===== src/rtl/core/bbe_ram.sv =====
// Generic single-write, single-read RAM with registered read data.
`default_nettype none
module bbe_ram #(
  parameter int unsigned Width = 32,
  parameter int unsigned Depth = 40,
  localparam int unsigned AddrW = $clog2(Depth)
) (
  input  wire logic             clk_i,
  input  wire logic             we_i,
  input  wire logic [AddrW-1:0] waddr_i,
  input  wire logic [Width-1:0] wdata_i,
  input  wire logic [AddrW-1:0] raddr_i,
  output logic      [Width-1:0] rdata_o
);
  logic [Width-1:0] mem [Depth];

  always_ff @(posedge clk_i) begin
    if (we_i) begin
      mem[waddr_i] <= wdata_i;
    end
    rdata_o <= mem[raddr_i];
  end
endmodule
`default_nettype wire


===== config.mk =====
export PLATFORM = sky130hd
export DESIGN_NAME = bbe_ram
export DESIGN_NICKNAME = d
export VERILOG_FILES = /design/src/rtl/core/bbe_ram.sv
export SDC_FILE = /design/constraint.sdc
export NUM_CORES = 1
export LEC_CHECK = 0
export ABC_CLOCK_PERIOD_IN_PS = 4800
export BUFFER_PORTS_ARGS = -buffer_cell sky130_fd_sc_hd__buf_2
export CORE_UTILIZATION = 50
export CTS_BUF_LIST = sky130_fd_sc_hd__clkbuf_4
export DETAILED_ROUTE_END_ITERATION = 10
export PLACE_DENSITY = 0.75
export SKIP_LAST_GASP = 1
export SYNTH_ARGS = -nofsm -noshare
export SYNTH_HDL_FRONTEND = slang
export SYNTH_SLANG_ARGS = --single-unit
export TNS_END_PERCENT = 30

===== constraint.sdc =====
create_clock -name clk_i -period 4.8 [get_ports clk_i]
set_input_delay 0.96 -clock clk_i [delete_from_list [all_inputs] [get_ports clk_i]]
set_output_delay 0.96 -clock clk_i [all_outputs]
set_load 0.01 [all_outputs]

==> results.txt, run 1 <==
Final ANT Viol Nets: 0
vias per cell: 6.12
CP endpoint: rdata_o[23]
FILL cells: 7285
largest net degree at the start of global routing: 79
top cell type by total area after synthesis: edfxtp_1
Fmax: 0.352 GHz
CTS Hold Bufs: 0
Initial DRC Count: 3085
Resize count post-CTS: 0
setup TNS: 0 ns
crit end category: output pin
grt total ovfl: 0
Placed Area: 53100 um^2
commonest non-fill, non-tap cell in the layout: edfxtp_1
status: complete, no violations
I/O pins: 78
crit path kind: flip-flop to output pin
Worst R2R Start: mem[4][28]$_DFFE_PP_
Total Wirelength: 128000 um
worst path arrival time: 1.88 ns
Bufs on Longest Clock Path: 4
Tmin final: 2.84 ns
TritonCTS Sinks: 1312
CP delay by family, top: flip-flops
core area: 100000 um^2
DIE AREA: 103000 um^2
critical path cell sequence: buf_2
worst setup margin: 1.96 ns
Die H: 320 um
asr flop ratio synth: 0%
initial antenna violation count: 4
Yosys top cell area share: 75.9%
clk slew on worst S/H paths: 0.07 ns
reg2reg path depth: 5
Synth Net Count: 2608
Final Hold Vio Count: 0
FP Rows: 116
Setup Viol. Count Final: 0
vias in the first global route: 28440
clock root buffer: clkbuf_4
Worst VDD drop: 0.210 mV
Crit. path cell count: 1
top cells by area, synth: edfxtp_1 76%, mux2i_1 10%, mux4_2 2.8%
Num CTS Buffers: 329
relative slew slack: 9.28%
drt wl/cell: 28.9 um
WP data required: 3.84 ns
GRT Total Usage: 25.3%
Pre-antenna DRT Iters: 5
Crit path largest cell delay: 0.48 ns
sequential area share after synthesis: 77.2%
Post-Place Setup Slack: 1.18 ns
DRC viols: 0
most frequent cells in the layout: 1280 x edfxtp_1, 512 x mux2i_1, 480 x clkbuf_4
Hold WC Path Type: input port to flip-flop
cell area after synthesis: 50600 um^2
unrepaired setup endpoints after global routing: no
R2R setup slack: 3.14 ns
dpl hpwl: 70700 um
final net count: 2962
GPL Wtd Cong: 0.810
grt met1 use: 32.2%
via count: 27256
Final Util: 57.0%
H-tree Lvls: 5
Final Cycle Share: 59.1%
first-pass GRT wire length: 187000 um
number of synthesized flops with an enable pin: 1280
Avg Inst Size Synth: 19.8 um^2
PortBufs: 77
Top FF cell, synth: edfxtp_1
GR met2 Demand/Resource: 41.8%
Worst path slowest cell: dfxtp_1
Die W: 320 um
CTS tree: done
fraction of layout cells with a size suffix above 1: 27.9%
GR peak layer: met2
CP startpoint: rdata_o[23]$_DFF_P_
P&R area growth vs syn: 12.8%
worst skew pair latency: 1.20 ns
maximum fanout along the worst path: 1
Pwr Density: 400 nW/um^2
Worst setup SP type: flip-flop
Cells after Synth: 2562
CP bufs+invs: 1
Slew Limit Fails: 0
unique cell type count in the Yosys netlist: 33
R2R Path End: rdata_o[28]$_DFF_P_
leak pwr: 0.0197 uW
number of setup buffers added after CTS: 0
yosys warns: 0
Finished Cell Area: 57100 um^2
worst-margin pin slew: 1.36 ns
Max Clock Skew: 0.131 ns
GR Layer Usage met3: 5.87%
Total Power: 22800 uW
starting density of the core: 50.5%
Max Cap Violations: 0
Seq cells post-synth: 1312
## routing by layer
layer	wire [um]	part of all wire [%]
met4	4500	3.5
met1	48300	38
met2	63700	50
met3	11900	9.2
met5	22	0.017
## cells by family after synthesis
group	synth area share (%)
simple gates	0.878
flops	77.2
compound gates	6.50
mux	13.7
buf+inv	1.73
## synth_stat cells (5+ instances only)
master,n
mux2i_1,512
nor2_1,41
edfxtp_1,1280
mux4_2,64
buf_2,28
buf_6,14
o22ai_1,32
nor2b_1,5
a21oi_1,64
a221oi_1,37
mux2_2,32
buf_1,15
a22o_1,64
nand2b_1,5
dfxtp_1,32
a221oi_2,27
clkbuf_4,9
a22oi_1,128
o41ai_2,32
nand2_1,39
buf_4,25
clkbuf_1,62
## area by class of cell
type                            instances  area, um^2  share of cell area (%)
Antenna cell                            6        15.0                  0.0263
Clock buffer                          480        3600                    6.31
Clock inverter                         81         352                   0.616
Multi-Input combinational cell       1095       11000                    19.3
Sequential cell                      1312       39100                    68.5
Tap cell                             1298        1620                    2.85
Timing Repair Buffer                  178        1420                    2.49
## through the flow
step           hold slack [ns]  std cells
6_report                 0.340       4450
5_1_grt                  0.288       4449
4_1_cts                  0.233       4444
3_5_place_dp             0.793       3883
3_3_place_gp             0.795       3883
2_1_floorplan            0.751       2562
## state kept, by name (all words and copies together) (netlist names)
signal / cells
rdata_o: 32
mem: 1280
## how the worst min path moves through the flow
stage / start / to / slack (ns) / cells past startpoint
2_1_floorplan: mem[38][0]$_DFFE_PP_ / rdata_o[0]$_DFF_P_ / 0.75 / 4
4_1_cts: wdata_i[28] / mem[20][28]$_DFFE_PP_ / 0.23 / 1
3_3_place_gp: mem[36][16]$_DFFE_PP_ / rdata_o[16]$_DFF_P_ / 0.80 / 4
6_report: wdata_i[19] / mem[31][19]$_DFFE_PP_ / 0.34 / 1
3_5_place_dp: mem[34][16]$_DFFE_PP_ / rdata_o[16]$_DFF_P_ / 0.79 / 4
5_1_grt: wdata_i[23] / mem[32][23]$_DFFE_PP_ / 0.29 / 1
## power by group
part / switching, uW / leakage (uW) / total [uW] / internal [uW]
logic: 776 / 0.00557 / 1200 / 429
clock network: 4260 / 0.00238 / 8880 / 4620
registers: 53.6 / 0.0118 / 12700 / 12700
Note: power is estimated with default switching activity, not from simulation.
==> run 2, diff against run 1 <==
- ABC_CLOCK_PERIOD_IN_PS: 4800 -> 2650
- clock period: 4.8 -> 2.65 ns (I/O delays scaled with it)
==> results.txt, run 2 (synthesis results as in run 1) <==
crit end category: flip-flop (was output pin)
sw frac: 22.1% (was 22.3%)
I/O pins: 78 (unchanged)
Total Wirelength: 131000 um (was 128000 um)
CP startpoint: we_i (was rdata_o[23]$_DFF_P_)
status: complete, no violations (unchanged)
DRC viols: 0 (unchanged)
maximum fanout along the worst path: 8 (was 1)
biggest regs: mem (1280), rdata_o (32) (unchanged)
starting density of the core: 50.5% (unchanged)
crit path kind: input port to flip-flop (was flip-flop to output pin)
Non-Filler Instances: 4539 (was 4450)
CP dominant cell by count: dlygate4sd3_1
Pwr Density: 702 nW/um^2 (was 400 nW/um^2)
dpl hpwl: 69500 um (was 70700 um)
Internal Power: 32100 uW (was 17700 uW)
Finished Cell Area: 58700 um^2 (was 57100 um^2)
Worst VDD drop: 0.438 mV (was 0.210 mV)
Die W: 320 um (unchanged)
Reg with most FFs: mem (unchanged)
Reg power frac: 55.9% (was 55.8%)
DIE AREA: 103000 um^2 (unchanged)
Final Cycle Share: 90.1%
clock root buffer: clkbuf_4 (unchanged)
Worst path slowest cell: dlygate4sd3_1 (was dfxtp_1)
clock share of power: 38.5% (was 38.9%)
Final Util: 58.6% (was 57.0%)
GPL Wtd Cong: 0.803 (was 0.810)
most frequent cells in the layout: 1280 x edfxtp_1, 512 x mux2i_1, 459 x clkbuf_4 (was 1280 x edfxtp_1, 512 x mux2i_1, 480 x clkbuf_4)
HP Start: raddr_i[4] (was wdata_i[19])
H-tree Lvls: 5 (unchanged)
setup TNS: 0 ns (unchanged)
leak pwr: 0.0204 uW (was 0.0197 uW)
Pre-antenna DRT Iters: 5 (unchanged)
reg2reg path depth: 5 (unchanged)
Max Clock Skew: 0.0887 ns (was 0.131 ns)
smallest hold slack: 0.134 ns (was 0.340 ns)
Die H: 320 um (unchanged)
Hold WC Path Type: input port to flip-flop (unchanged)
Initial DRC Count: 2927 (was 3085)
PortBufs: 77 (unchanged)
Max Cap Violations: 0 (unchanged)
commonest non-fill, non-tap cell in the layout: edfxtp_1 (unchanged)
CTS tree: done (unchanged)
vias in the first global route: 28530 (was 28440)
Slew Limit Fails: 0 (unchanged)
worst-margin pin slew: 0.799 ns (was 1.36 ns)
vias per cell: 6.15 (was 6.12)
worst skew pair latency: 1.18 ns (was 1.20 ns)
TritonCTS Sinks: 1312 (unchanged)
Final Hold Vio Count: 0 (unchanged)
unrepaired setup endpoints after global routing: no (unchanged)
Tmin final: 2.39 ns
relative slew slack: 46.7% (was 9.28%)
combinational share of power: 5.6% (was 5.3%)
drt wl/cell: 28.9 um (about the same)
Placed Area: 54400 um^2 (was 53100 um^2)
clk slew on worst S/H paths: 0.06 ns (was 0.07 ns)
critical path cell sequence: dlygate4sd3_1 -> buf_2 -> nor4bb_1 -> nand2b_1 -> nor3_4 -> dlygate4sd3_1 -> buf_4 (was buf_2)
Worst setup SP type: input port (was flip-flop)
GRT Total Usage: 25.8% (was 25.3%)
max reg flops: 1280 (unchanged)
Final ANT Viol Nets: 0 (unchanged)
core area: 100000 um^2 (unchanged)
Crit path largest cell delay: 0.61 ns (was 0.48 ns)
placed cell count: 3954 (was 3883)
largest net degree at the start of global routing: 45 (was 79)
final net count: 3062 (was 2962)
WP data required: 3.44 ns (was 3.84 ns)
hold depth: 5 (was 1)
grt total ovfl: 0 (unchanged)
FP Rows: 116 (unchanged)
number of setup buffers added after CTS: 0 (unchanged)
Worst R2R Start: mem[5][1]$_DFFE_PP_ (was mem[4][28]$_DFFE_PP_)
via count: 27929 (was 27256)
initial antenna violation count: 10 (was 4)
Bufs on Longest Clock Path: 4 (unchanged)
Fmax: 0.419 GHz
Num CTS Buffers: 320 (was 329)
Setup Viol. Count Final: 0 (unchanged)
fraction of layout cells with a size suffix above 1: 28.8% (was 27.9%)
worst path arrival time: 3.17 ns (was 1.88 ns)
P&R area growth vs syn: 15.9% (was 12.8%)
switching pwr: 9110 uW (was 5090 uW)
first-pass GRT wire length: 189000 um (was 187000 um)
run 2: cell count changes in the layout (fill, tap and decap cells not counted), moves of 3 or more:
cell | before | now
buf_12 | 21 | 82
dlygate4sd3_1 | 0 | 38
clkbuf_4 | 480 | 459
buf_4 | 82 | 92
clkinv_2 | 6 | 12
inv_2 | 7 | 4
run 2: final cells by class:
class / count / area (um^2)
fillers: 7087 / 41500
clock inverters: 82 / 405
diodes: 6 / 15.0
flip-flops and latches: 1312 / 39100
well taps: 1298 / 1620
multi-input cells: 1095 / 11000
clock buffers: 459 / 3450
repair buffers: 287 / 3100
run 2: worst paths after layout:
kind | end | slack (ns)
setup / recovery | mem[16][0]$_DFFE_PP_ | 0.26
hold / removal | rdata_o[29]$_DFF_P_ | 0.13
setup reg to reg | rdata_o[1]$_DFF_P_ | 0.96
hold reg to reg | rdata_o[5]$_DFF_P_ | 0.80
run 2: what timing repair did:
| item | CTS | global route |
|---|---|---|
| hold buffers | 38 | 0 |
| resized for setup | 0 | 0 |
| endpoints found under the hold margin | 1304 | 0 |
run 2: per-stage QoR:
step | worst slack, ns | power (uW)
after floorplan | -0.315 | 24700
after global placement | 0.217 | 25600
after detailed placement | 0.106 | 25700
after CTS | 0.210 | 41400
after global routing | 0.223 | 42600
final | 0.263 | 41200
run 2: worst max-delay path: cells and delay by family:
kind                   cells  cell delay [ns]
buffers and inverters      4             1.51
and+or+nand+nor            3             1.12
run 2: routing by layer:
| layer | up-vias | share of wire [%] | routed length [um] | track usage [%] |
|---|---|---|---|---|
| li1 | 11673 | - | - | - |
| met3 | 341 | 9.7 | 12800 | 5.13 |
| met5 | - | 0.050 | 66 | 0 |
| met1 | 14230 | 37 | 48300 | 32.9 |
| met2 | 1675 | 49 | 64300 | 42.4 |
| met4 | 10 | 4.6 | 5990 | 12.8 |
run 2: power by group through the flow:
stage                     combinational [uW]  clock, uW  sequential, uW
final                                   2300      15800           23000
after global routing                    2420      17100           23000
after CTS                               2280      16100           23000
after detailed placement                2220          0           23500
after global placement                  2160          0           23500
after floorplan                         1240          0           23500
