### src/rtl/core/bbe_pkg.sv
// Package: sizes, codes, structs and helpers of the B-spline basis evaluator.
`default_nettype none
package bbe_pkg;
  localparam int MAX_CP     = 32;
  localparam int MAX_DEG    = 7;
  localparam int KNOT_DEPTH = 40;

  localparam int CP_W   = $clog2(MAX_CP);
  localparam int CNT_W  = 6;
  localparam int DEG_W  = 3;
  localparam int DD_W   = $clog2(MAX_DEG + 1);
  localparam int KA_W   = $clog2(KNOT_DEPTH);
  localparam int KX_W   = CP_W + DD_W + 1;
  localparam int GP_W   = 33 + KX_W + 1;
  localparam int NW     = 56;
  localparam int DW     = 35;
  localparam int QW     = NW + 1;
  localparam int CNTD_W = $clog2(NW);

  localparam logic [16:0] Q_ONE = 17'h10000;

  localparam logic [1:0] CMD_LOAD = 2'd0;
  localparam logic [1:0] CMD_GEN  = 2'd1;
  localparam logic [1:0] CMD_EVAL = 2'd2;

  localparam logic [2:0] REG_DEGREE = 3'd0;
  localparam logic [2:0] REG_COUNT  = 3'd1;
  localparam logic [2:0] REG_MODE   = 3'd2;
  localparam logic [2:0] REG_RMIN   = 3'd3;
  localparam logic [2:0] REG_RMAX   = 3'd4;

  typedef struct packed {
    logic                 start;
    logic signed [NW-1:0] num;
    logic [DW-1:0]        den;
  } div_req_t;

  typedef struct packed {
    logic                 done;
    logic signed [QW-1:0] quo;
  } div_rsp_t;

  function automatic logic [16:0] clampq(input logic signed [QW:0] v);
    logic [16:0] r;
    if (v[QW]) r = '0;
    else if ((|v[QW-1:17]) || (v[16] && (|v[15:0]))) r = Q_ONE;
    else r = v[16:0];
    return r;
  endfunction

  function automatic logic signed [31:0] sat32(input logic signed [QW:0] v);
    logic signed [31:0] r;
    if (!v[QW] && (|v[QW-1:31])) r = 32'sh7FFFFFFF;
    else if (v[QW] && !(&v[QW-1:31])) r = 32'sh80000000;
    else r = v[31:0];
    return r;
  endfunction
endpackage
`default_nettype wire

### src/rtl/core/bbe_div.sv
// Iterative signed floor divider, one quotient bit per cycle.
`default_nettype none
module bbe_div (
  input  wire logic              clk_i,
  input  wire logic              rst_ni,
  input  wire bbe_pkg::div_req_t req_i,
  output bbe_pkg::div_rsp_t      rsp_o
);
  logic                        busy_q, fin_q, done_q, neg_q;
  logic [bbe_pkg::CNTD_W-1:0]  cnt_q;
  logic [bbe_pkg::DW-1:0]      rem_q, den_q;
  logic [bbe_pkg::NW-1:0]      sh_q;
  logic signed [bbe_pkg::QW-1:0] quo_q;
  logic [bbe_pkg::DW:0]        rem_sh, rem_nx;
  logic                        ge;

  always_comb begin
    rem_sh = {rem_q, sh_q[bbe_pkg::NW-1]};
    ge     = rem_sh >= {1'b0, den_q};
    rem_nx = ge ? (rem_sh - {1'b0, den_q}) : rem_sh;
  end

  always_ff @(posedge clk_i or negedge rst_ni) begin
    if (!rst_ni) begin
      busy_q <= 1'b0;
      fin_q  <= 1'b0;
      done_q <= 1'b0;
      cnt_q  <= '0;
    end else begin
      done_q <= fin_q && !busy_q && !req_i.start;
      if (req_i.start) begin
        busy_q <= 1'b1;
        fin_q  <= 1'b0;
        cnt_q  <= '0;
      end else if (busy_q) begin
        cnt_q <= cnt_q + 1'b1;
        if (cnt_q == bbe_pkg::CNTD_W'(bbe_pkg::NW - 1)) begin
          busy_q <= 1'b0;
          fin_q  <= 1'b1;
        end
      end else if (fin_q) begin
        fin_q  <= 1'b0;
      end
    end
  end

  // datapath, no reset
  always_ff @(posedge clk_i) begin
    if (req_i.start) begin
      neg_q <= req_i.num[bbe_pkg::NW-1];
      sh_q  <= req_i.num[bbe_pkg::NW-1] ? (bbe_pkg::NW'(0) - req_i.num) : req_i.num;
      rem_q <= '0;
      den_q <= req_i.den;
    end else if (busy_q) begin
      sh_q  <= {sh_q[bbe_pkg::NW-2:0], ge};
      rem_q <= rem_nx[bbe_pkg::DW-1:0];
    end else if (fin_q) begin
      // floor: a negative quotient with a remainder rounds away from zero
      quo_q <= neg_q ? (bbe_pkg::QW'(0) - ({1'b0, sh_q} + bbe_pkg::QW'(rem_q != '0)))
                     : {1'b0, sh_q};
    end
  end

  assign rsp_o.done = done_q;
  assign rsp_o.quo  = quo_q;
endmodule
`default_nettype wire

### config.mk
export PLATFORM = sky130hd
export DESIGN_NAME = bbe_div
export DESIGN_NICKNAME = d
export VERILOG_FILES = /design/src/rtl/core/bbe_pkg.sv /design/src/rtl/core/bbe_div.sv
export SDC_FILE = /design/constraint.sdc
export NUM_CORES = 1
export LEC_CHECK = 0
export ABC_AREA = 1
export BUFFER_PORTS_ARGS = -buffer_cell sky130_fd_sc_hd__buf_2
export CORE_ASPECT_RATIO = 0.75
export CORE_MARGIN = 2
export CORE_UTILIZATION = 40
export CTS_CLUSTER_SIZE = 10
export DETAILED_ROUTE_END_ITERATION = 10
export SYNTH_ARGS = -nofsm -noshare
export SYNTH_HDL_FRONTEND = slang
export SYNTH_SLANG_ARGS = --single-unit
### constraint.sdc
create_clock -name clk_i -period 4.5 [get_ports clk_i]
set_input_delay 0.225 -clock clk_i [delete_from_list [all_inputs] [get_ports clk_i]]
set_output_delay 0.225 -clock clk_i [all_outputs]
set_load 0.02 [all_outputs]
==> run_results.csv, run 1 <==
group,metric,value,unit
timing,fin_setup_tns,0,ps
final_layout,drive_above_1_share,0.0779,
logic_synthesis,yosys.cell_types.count,43,
final_layout,fin_nets,2976,
logic_synthesis,synth_compound_area_frac,0.0974,
floorplanning,core,41000,sq um
detailed_routing,wl_per_cell,17.9,um
floorplanning,dieHeight,181,um
cts,clockRootBuffer,"clkbuf_16",
cts,cts_tree,"yes",
worst_setup_path,crit_path_max_fanout,6,
detailed_routing,drt_pass1_iterations,7,
place,port_buffers,151,
logic_synthesis,synth_top_family_by_area,"simple AND/OR/NAND/NOR gates",
final_layout,nFillCells,4401,
worst_setup_path,startpoint_type,"flip-flop",
power,power.leakage,9.46,nW
final_layout,multi_input_area,9560,sq um
detailed_routing,drc,0,
place,dp_hpwl,49.5,mm
timing,fmax,245,MHz
worst_setup_path,r2r-end,"quo_q[31]",
worst_setup_path,crit_type,"reg -> reg",
floorplanning,initial_core_util,0.407,
worst_setup_path,arrival,4300,ps
cts,clock-sinks,193,
cts,numCtsBuffers,17,
worst_setup_path,cp_data_required_time,4710,ps
cts,clockBufferDepth,2,
detailed_routing,totalWireLength,60.2,mm
logic_synthesis,syn_avg_cell_area,6.39,sq um
detailed_routing,vias,17500,
logic_synthesis,synth_seq_cells,193,
logic_synthesis,netlist_top_cells_count,"nand2_1 (900), inv_1 (403), nor2_1 (300)",
place,place.gp.congestion,0.987,
power,power_density,394,nW/um^2
timing,period_share,0.908,
cts,insertion_delay,490,ps
logic_synthesis,muxShareOfSynthArea,0,
cts,cts.clk_slew.worst_paths,80,ps
logic_synthesis,synth_area,16700,sq um
hold_path,hp-class,"in -> async",
timing,tightest_slew,978,ps
logic_synthesis,syn_inst,2612,
grt,antenna_found_initial,1,
floorplanning,die_w,240,um
timing,relSlewSlack,0.347,
grt,grt_util_all_layers,0.279,
timing,rsz0062_at_grt,"false",
final_layout,area_growth,13.8,%
timing,fin_crit,4090,ps
logic_synthesis,synth.largest_area_cell,"edfxtp_1",
logic_synthesis,synth_edf_count,149,
place,pre_cts_ws,516,ps
cts,post_cts_buffers,0,
timing,finalSetupViolCount,0,
grt,grt_pass1_wl,90.9,mm
floorplanning,dieArea,43400,sq um
job,maxCapViolations,0,
worst_setup_path,reg2reg_from,"rem_q[23]",
floorplanning,io_pins,152,
logic_synthesis,yosys_warnings,0,
grt,grt_pass1_vias,15600,
final_layout,seqCellArea,5400,sq um
grt,grt_max_degree,61,
logic_synthesis,synthAdderAreaFrac,0.0732,
cts,cts_max_level,4,
grt,overflow,0,
grt,grt_use_met1,0.470,
timing,finalWorstSetupSlack,415,ps
logic_synthesis,synthArstFlopShare,0.0466,
power,total_power,7.48,mW
worst_setup_path,critical_path.endpoint_type,"flip-flop",
detailed_routing,ant_nets,0,
logic_synthesis,synth_xor_area_frac,0.0357,
logic_synthesis,synth_top_area_frac,0.268,
worst_setup_path,r2r_slack,410,ps
timing,hold_viol_final,0,
logic_synthesis,synthMostInstantiatedCell,"nand2_1",
detailed_routing,first_iter_violations,2017,
grt,use_met2,0.344,
grt,busiest_layer,"met1",
grt,grt_util_met3,0.0709,
timing,slew_viol_final,0,
floorplanning,rows,64,
logic_synthesis,synth.area.top_cells,"edfxtp_1 (27%), nand2_1 (20%), inv_1 (9.1%)",
logic_synthesis,syn_nets,2803,
logic_synthesis,synthFlopType,"edfxtp_1",
logic_synthesis,yosysSeqAreaShare,0.324,
worst_setup_path,r2r_cells,19,
power,irDropWorstVdd,0.308,mV
detailed_routing,avgViaCountPerCell,5.20,
timing,clock_skew,18.8,ps
logic_synthesis,synth_simple_gate_area_frac,0.366,
status,outcome,"finished, final reports clean",
==> layer usage <==
| metal | routed length, um | share of wire |
|---|---|---|
| met2 | 21200 | 0.35 |
| met5 | 0 | 0 |
| met1 | 32100 | 0.53 |
| met3 | 6360 | 0.11 |
| met4 | 538 | 0.0089 |
==> how the worst max path moves through the flow <==
stage | to | slack, ps | startpoint
detailed placement | quo_q[31] | 520 | rem_q[23]
finish | quo_q[31] | 410 | rem_q[23]
global route | quo_q[31] | 210 | rem_q[7]
floorplan | quo_q[0] | 1020 | req_i[91]
global placement | quo_q[39] | 620 | rem_q[23]
CTS | quo_q[31] | 510 | rem_q[23]
==> cell type report <==
| type | count | area share |
|---|---|---|
| Antenna cell | 1 | 0.000132 |
| Clock inverter | 13 | 0.00777 |
| Multi-Input combinational cell | 1966 | 0.503 |
| Clock buffer | 19 | 0.0228 |
| Timing Repair Buffer | 200 | 0.0640 |
| Inverter | 407 | 0.0805 |
| Sequential cell | 193 | 0.284 |
| Tap cell | 561 | 0.0370 |
==> cells in the final DEF (no fill, tap or decap), types with 14 or more instances in the layout <==
cell type / n
xnor2_1: 39
ha_1: 96
dfxtp_1: 35
edfxtp_1: 149
nor3_1: 17
a21oi_1: 99
o21ai_0: 149
nor4_1: 14
buf_2: 150
nor2_1: 298
xor2_1: 29
nand4_1: 29
clkbuf_16: 17
nand2_1: 900
dlygate4sd3_1: 36
inv_1: 400
buf_4: 14
o21ai_1: 20
nand3_1: 202
==> registers in the layout, indices dropped and copies added (netlist names) <==
signal,flops
cnt_q,6
fin_q,1
den_q,35
rem_q,35
quo_q,57
done_q,1
sh_q,56
neg_q,1
busy_q,1
==> critical path, cell delays in order (launching register included) <==
cell	delay, ps
dfxtp_1	340
nor4_1	400
nand3_1	270
nor3_1	650
ha_1	300
ha_1	190
inv_1	50
ha_1	170
inv_1	180
nand3_1	120
nand3_1	280
nand2_1	90
nand2_1	150
nand2_1	70
nand3_1	200
nand2_1	110
nand2_1	70
nand2_1	40
nand3_1	70
o21ai_0	80
==> report_power, final <==
part | total [mW] | internal, mW | switching (mW)
Clock | 1.56 | 0.787 | 0.771
Combinational | 3.58 | 1.16 | 2.41
Sequential | 2.35 | 2.16 | 0.189
Total | 7.48 | 4.11 | 3.37
==> kinds of logic after synthesis <==
group / after synthesis
and+or+nand+nor: 1495
buffers and inverters: 453
AOI/OAI and AO/OA: 306
DFF: 193
adders and majority gates: 97
xor gates and xnor gates: 68
==> metrics by stage <==
stage | cell area, sq um | hold WS, ps | utilization | instances
floorplan | 16700 | -70.6 | - | 2612
global placement | 18000 | 89.7 | 0.440 | 3291
detailed placement | 18000 | 91.5 | 0.440 | 3291
CTS | 19000 | 113 | 0.463 | 3359
global route | 19000 | 129 | 0.463 | 3359
finish | 19000 | 129 | 0.463 | 3360
==> what timing repair did <==
| item | CTS | global route |
|---|---|---|
| hold endpoints to repair | 44 | 0 |
| resized for setup | 0 | 0 |
| hold buffers | 36 | 0 |
Note: power is estimated with default switching activity, not from simulation.
==> run 2, diff against run 1 <==
--- a/config.mk
+++ b/config.mk
@@ -6,7 +6,7 @@
 export NUM_CORES = 1
 export LEC_CHECK = 0
 export ABC_AREA = 1
-export BUFFER_PORTS_ARGS = -buffer_cell sky130_fd_sc_hd__buf_2
+export BUFFER_PORTS_ARGS = -buffer_cell sky130_fd_sc_hd__buf_4
 export CORE_ASPECT_RATIO = 0.75
 export CORE_MARGIN = 2
 export CORE_UTILIZATION = 40
==> run_results.csv, run 2 (synthesis results as in run 1) <==
group,metric,value,unit
grt,grt_pass1_vias,15700,
power,power_density,386,nW/um^2
worst_setup_path,crit_type,"reg -> reg",
detailed_routing,totalWireLength,60.5,mm
timing,rsz0062_at_grt,"false",
power,irDropWorstVdd,0.315,mV
worst_setup_path,critical_path.max_stage_delay,490,ps
worst_setup_path,cp_data_required_time,4720,ps
cts,numCtsBuffers,17,
grt,grt_util_all_layers,0.280,
final_layout,nFillCells,4339,
worst_setup_path,arrival,4120,ps
worst_setup_path,worst-path-buf-inv,2,
timing,fin_setup_tns,0,ps
place,place.gp.congestion,0.998,
detailed_routing,avgViaCountPerCell,5.22,
detailed_routing,drt_pass1_iterations,8,
timing,hold_ws,94.9,ps
detailed_routing,drc,0,
worst_setup_path,crit_slowest_cell,"nor4_1",
cts,clockRootBuffer,"clkbuf_16",
place,port_buffers,151,
cts,clock-sinks,193,
cts,insertion_delay,480,ps
floorplanning,dieHeight,181,um
final_layout,reg_top3,"quo_q x57, sh_q x56",
detailed_routing,first_iter_violations,2149,
timing,hold_viol_final,0,
cts,cts_tree,"yes",
final_layout,final_common_cell,"nand2_1",
cts,clockBufferDepth,2,
final_layout,area_growth,15.8,%
hold_path,hp-class,"in -> async",
power,total_power,7.47,mW
grt,grt_max_degree,67,
grt,antenna_found_initial,2,
detailed_routing,vias,17500,
worst_setup_path,r2r_slack,600,ps
worst_setup_path,critical_path.endpoint_type,"flip-flop",
timing,slew_viol_final,0,
timing,tightest_slew,921,ps
floorplanning,die_w,240,um
timing,finalSetupViolCount,0,
grt,overflow,0,
floorplanning,io_pins,152,
status,outcome,"finished, final reports clean",
cts,cts.clk_slew.worst_paths,80,ps
worst_setup_path,crit_family,"simple AND/OR/NAND/NOR gates",
worst_setup_path,startpoint_type,"flip-flop",
place,dp_hpwl,49.7,mm
final_layout,largest-register,"quo_q",
timing,fmax,256,MHz
cts,cts.repair.resized,0,
cts,cts_max_level,4,
grt,grt_pass1_wl,91.4,mm
worst_setup_path,crit_chain,"nor4_1 > nand4_1 > nor3_1 > ha_1 > ha_1 > inv_1 > ha_1 > inv_1 > nand3_1 > nand3_1 > nand2_1 > nand2_1 > nand2_1 > nand3_1 > nand2_1 > nand2_1 > nand2_1 > nand3_1 > o21ai_0",
detailed_routing,wl_per_cell,18.0,um
floorplanning,dieArea,43400,sq um
timing,period_share,0.867,
timing,fin_crit,3900,ps
floorplanning,rows,64,
power,power.leakage,9.57,nW
timing,clock_skew,15.6,ps
final_layout,final_core_util,0.472,
job,maxCapViolations,0,
worst_setup_path,crit_path_max_fanout,6,
worst_setup_path,cpMostUsedCell,"nand2_1",
timing,relSlewSlack,0.385,
final_layout,largest_register_ffs,57,
detailed_routing,ant_nets,0,
final_layout,drive_above_1_share,0.0773,
final_layout,antennaDiodeCount,0,
floorplanning,core,41000,sq um
final_layout,final_cell_mix,"nand2_1 (900), inv_1 (400), nor2_1 (298)",
final_layout,fin_nets,2973,
floorplanning,initial_core_util,0.407,
## run 2: cell types whose count changed in the layout (fill, tap and decap cells not counted), moves of 2 or more
cell	before	now
buf_2	150	0
buf_4	14	161
clkbuf_1	2	0
inv_8	2	4
clkinv_2	0	2
clkinv_4	4	1
## run 2: routing by layer
metal,up-vias,wire length [um],global-route usage
met1,8020,32200,0.477
met5,-,13,0
met3,45,6350,0.0648
met2,739,21100,0.338
li1,8708,-,-
met4,2,784,0.0594
## run 2: stage by stage
stage | std cells | setup WS (ps) | area (sq um)
2_1_floorplan | 2612 | 1020 | 16700
3_3_place_gp | 3288 | 633 | 18400
3_5_place_dp | 3288 | 565 | 18400
4_1_cts | 3356 | 555 | 19300
5_1_grt | 3356 | 340 | 19300
6_report | 3356 | 597 | 19300
## run 2: path summary, 6_finish.rpt
kind / cells after the start / to / startpoint
worst max-delay path: 19 / quo_q[39] / rem_q[7]
worst min-delay path: 2 / cnt_q[4] / rst_ni
worst max register to register: 19 / quo_q[39] / rem_q[7]
worst min register to register: 1 / cnt_q[4] / cnt_q[4]
max in group asynchronous: 2 / cnt_q[0] / rst_ni
min in group clk_i: 3 / sh_q[15] / req_i[50]
## run 2: repair_timing
action	CTS	global route
setup buffers	0	0
hold endpoints to repair	44	0
hold buffers	36	0
## run 2: layout make-up
cell class | instances | area [sq um] | share of cell area
inverter | 407 | 1530 | 0.0790
timing repair buffer | 197 | 1570 | 0.0812
clock inverter | 14 | 140 | 0.00725
tap | 561 | 702 | 0.0363
clock buffer | 18 | 433 | 0.0224
sequential | 193 | 5400 | 0.279
multi-input combinational | 1966 | 9560 | 0.495
## run 2: power breakdown
group / internal [mW] / leakage, nW / total (mW) / switching, mW
clock: 0.744 / 0.287 / 1.54 / 0.795
combinational: 1.19 / 7.40 / 3.58 / 2.39
sequential: 2.16 / 1.88 / 2.35 / 0.193
## run 2: worst register-to-register path, cell delays in order (launching register included)
cell     delay, ps
dfxtp_1        340
nor4_1         490
nand4_1        240
nor3_1         500
ha_1           290
ha_1           190
inv_1           50
ha_1           170
inv_1          160
nand3_1        100
nand3_1        260
nand2_1         90
nand2_1        140
nand2_1         70
nand3_1        190
nand2_1        110
nand2_1         70
nand2_1         40
nand3_1         70
o21ai_0         80
